### src/sv/pcp_pkg.sv
`timescale 1ns / 1ps
// ----------------------------------------------------------------------------
// pcp_pkg: shared types and constants of the point-in-convex-polygon block
// Vertex word layout, operation codes, controller states, cross-product flags.
// ----------------------------------------------------------------------------
package pcp_pkg;

    localparam int MAX_VERTICES_DEF = 256;
    localparam int COORD_W          = 16;
    localparam int COUNT_OUT_W      = 9;
    localparam int OP_W             = 2;

    // x in the low half and y in the high half of the stored word
    typedef struct packed {
        logic signed [COORD_W-1:0] y;
        logic signed [COORD_W-1:0] x;
    } t_point;

    typedef enum logic [OP_W-1:0] {
        OP_CLEAR  = 2'd0,
        OP_APPEND = 2'd1,
        OP_QUERY  = 2'd2
    } t_op;

    typedef enum logic [3:0] {
        S_IDLE,
        S_RD0,
        S_RD1,
        S_RDN,
        S_PAIR,
        S_W1,
        S_W2,
        S_W3,
        S_LOOP,
        S_MIDX,
        S_MIDD,
        S_FIN,
        S_DONE
    } t_state;

    typedef struct packed {
        logic nonneg;
        logic zero;
    } t_cross_flags;

endpackage

### src/sv/pcp_cross.sv
`timescale 1ns / 1ps
// ----------------------------------------------------------------------------
// pcp_cross: cross-product sign unit
// Registers (a-b).x*(c-b).y and (c-b).x*(a-b).y, then flags the sign and zero
// of their difference in the following cycle.
// ----------------------------------------------------------------------------
module pcp_cross (
    input  logic                  i_clk,
    input  pcp_pkg::t_point       i_a,
    input  pcp_pkg::t_point       i_b,
    input  pcp_pkg::t_point       i_c,
    output pcp_pkg::t_cross_flags o_flags
);
    import pcp_pkg::*;

    localparam int DW = COORD_W + 1;
    localparam int PW = 2 * DW;

    logic signed [DW-1:0] w_abx, w_cby, w_cbx, w_aby;
    logic signed [PW-1:0] r_p1, r_p2;
    logic signed [PW:0]   w_cr;

    assign w_abx = DW'(i_a.x) - DW'(i_b.x);
    assign w_cby = DW'(i_c.y) - DW'(i_b.y);
    assign w_cbx = DW'(i_c.x) - DW'(i_b.x);
    assign w_aby = DW'(i_a.y) - DW'(i_b.y);

    always_ff @(posedge i_clk) begin
        r_p1 <= w_abx * w_cby;
        r_p2 <= w_cbx * w_aby;
    end

    assign w_cr           = (PW+1)'(r_p1) - (PW+1)'(r_p2);
    assign o_flags.nonneg = ~w_cr[PW];
    assign o_flags.zero   = (w_cr == '0);

endmodule

### config.mk
export PLATFORM = sky130hd
export DESIGN_NAME = pcp_cross
export DESIGN_NICKNAME = d
export VERILOG_FILES = /design/src/sv/pcp_pkg.sv /design/src/sv/pcp_cross.sv
export SDC_FILE = /design/constraint.sdc
export NUM_CORES = 2
export LEC_CHECK = 0
export ABC_AREA = 1
export BUFFER_PORTS_ARGS = -buffer_cell sky130_fd_sc_hd__clkbuf_2
export CAP_MARGIN = 0
export CORE_MARGIN = 2
export CORE_UTILIZATION = 55
export DETAILED_ROUTE_END_ITERATION = 6
export PLACE_DENSITY_LB_ADDON = 0.3
export SYNTH_ARGS = -nofsm -noshare
export SYNTH_HDL_FRONTEND = slang
export SYNTH_SLANG_ARGS = --single-unit
### constraint.sdc
create_clock -name i_clk -period 7.2 [get_ports i_clk]
set_clock_uncertainty 0.15 [all_clocks]
set_input_delay 0.36 -clock i_clk [delete_from_list [all_inputs] [get_ports i_clk]]
set_output_delay 0.36 -clock i_clk [all_outputs]
set_load 0.005 [all_outputs]
==> reports/metrics.yaml <==
status:
  status: "finished with violations"
  violations: "DRC"
run:
  maxCapViolCount: 0
timing:
  setup_ws_ns: 0.225
  rsz0062_at_grt: "yes"
  slew-limit-headroom_pct: 45.3
  timing.fmax_mhz: 143
  finalSetupTns_ns: 0
  final_max_slew_viol_count: 0
  setup_viol: 0
  fin_crit_ns: 6.98
  worst_pin_slew_ns: 0.820
  finalHoldViolations: 0
  min_period_over_period_pct: 96.9
cts:
  cts_made_buffers: 9
  htree_num_levels: 3
  cts_tree: "done"
  hold_buffers: 0
  clk_pin_slew_ns: 0.06
  cts-root-buf: "clkbuf_16"
  clockBufferDepth: 2
  clock-sinks: 68
placed_design:
  place_congestion: 1.01
  post-place-ws_ns: -0.323
  dp_hpwl_mm: 74.8
  port-buffer-count: 98
  place_inst: 4893
logic_synthesis:
  avgSynthCellArea_um2: 7.72
  async_flop_share_pct: 0
  syn-num-nets: 4723
  synthFlopType: "dfxtp_1"
  syn_inst: 3761
  synth.area.top_cells: "fa_1 41%, inv_1 13%, ha_1 12%"
  ys_seq_area_share_pct: 4.69
  synth_most_common_cell: "inv_1"
  synth_cell_types: 54
  yosys.area.top_type_share_pct: 41.2
  synth_edf_count: 0
  ys_ff_latch: 68
  synth_area_um2: 29000
  netlist_top_cells_count: "984 x inv_1, 788 x nand2_1, 597 x fa_1"
  synth_area_leader_cell: "fa_1"
  yosysWarnings: 0
final_layout:
  fin_nets: 5189
  drive_gt1_share_pct: 16.0
  fillerInstances: 4510
  final_util_pct: 65.3
  antenna_cells: 0
  instances_no_fill: 4920
  area_delta_synth_final_pct: 17.7
die:
  core_area_um2: 52300
  initial_core_util_pct: 55.5
  die_area_um2: 54600
  die_h_um: 234
  die_x_um: 234
  io_pins: 99
  fp-row-count: 84
worst_setup_path:
  crit_top_cell: "fa_1"
  start_kind: "input port"
  slowest_stage: "fa_1"
  slowest_delay_ns: 0.53
  setup.worst_path.class: "in -> reg"
  cp-end-kind: "register"
  cp.required_ns: 7.32
  crit_fanout: 8
  critPathArrivalTime_ns: 7.09
hold_path:
  hold_end: "r_p1[0]"
  holdPathStages: 4
  worstHoldStart: "i_b[0]"
  hold_class: "in -> reg"
grt:
  grt-ovfl-total: 0
  antenna_found_initial: 0
  grt_pass1_wl_mm: 136
  grt_max_degree: 18
  gr-usage-all-layers_pct: 32.3
  grt_pass1_vias: 26580
route:
  drc: 1
  dr.pass1.iters: 7
  postRouteWirelength_mm: 83.4
  wl_per_cell_um: 17.0
  avgViaCountPerCell: 5.14
  ant_nets: 0
  num_vias: 25269
  drt_iter0_drc: 1679
-- cell families after synthesis --
kind of cell	count (synthesis)	synth area share (%)
buffers and inverters	1053	13.8
AO/OA/AOI/OAI	290	5.93
AND/OR/NAND/NOR	1354	18.5
XOR/XNOR	131	4.30
adder cells (fa/ha/maj)	865	52.7
flip-flops	68	4.69
-- how the worst max path moves through the flow --
stage | slack, ns | cells past startpoint | from | endpoint
after floorplan | 0.22 | 30 | i_a[0] | r_p1[32]
after global placement | -0.19 | 30 | i_a[0] | r_p1[20]
after detailed placement | -0.32 | 32 | i_a[0] | r_p1[32]
after CTS | 0.02 | 32 | i_a[0] | r_p1[32]
after global routing | -0.11 | 38 | i_c[0] | r_p2[31]
final | 0.22 | 30 | i_a[16] | r_p2[29]
-- worst max-delay path: cells and delay by family --
family | cells | cell delay [ns]
compound gates | 3 | 0.50
xor+xnor | 1 | 0.13
fa+ha+maj | 9 | 3.95
buf+inv | 10 | 1.19
simple gates | 7 | 0.95
-- placed cells by master, fill, tap and decap left out, types with 18 or more instances in the layout --
master      n
inv_1     972
nand2_1   772
fa_1      584
nor2_1    392
buf_4     389
ha_1      254
a21oi_1   134
clkbuf_2   98
xor2_1     76
nand3_1    76
dfxtp_1    68
o21ai_0    44
xnor2_1    41
nand2_2    25
nor3_1     24
o21bai_1   18
-- layer usage --
layer  vias up  track usage, %  part of all wire [%]
met4         0            11.0                   3.8
met3       164            6.16                   9.0
met5         -               0                     0
met1     12155            43.2                    42
li1      11972               -                     -
met2       978            52.8                    46
-- flip-flops by register name, indices dropped and copies added, names as in the netlist --
signal	cells
r_p1	34
r_p2	34
-- final cells by class --
| cell class | instances | area, µm² | share of cell area, % |
|---|---|---|---|
| clock buffers | 9 | 225 | 0.659 |
| clock inverters | 7 | 82.6 | 0.242 |
| inverters | 1002 | 3780 | 11.1 |
| multi-input cells | 2640 | 24100 | 70.5 |
| flip-flops and latches | 68 | 1360 | 3.98 |
| well taps | 688 | 861 | 2.52 |
| repair buffers | 506 | 3760 | 11.0 |
-- what timing repair did --
item | CTS | global route
endpoints found under the setup margin | 0 | 36
gates resized for setup | 0 | 119
buffers inserted | 0 | 11
-- stage by stage --
step,hold slack (ns),instance area [µm²]
final,0.605,34200
after global routing,0.633,34200
after CTS,0.733,33600
after detailed placement,1.09,33300
after global placement,1.09,33300
after floorplan,0.646,29000
Power is not shown: default switching activity piles up to over one toggle a cycle in this logic, so the estimate is an artifact.
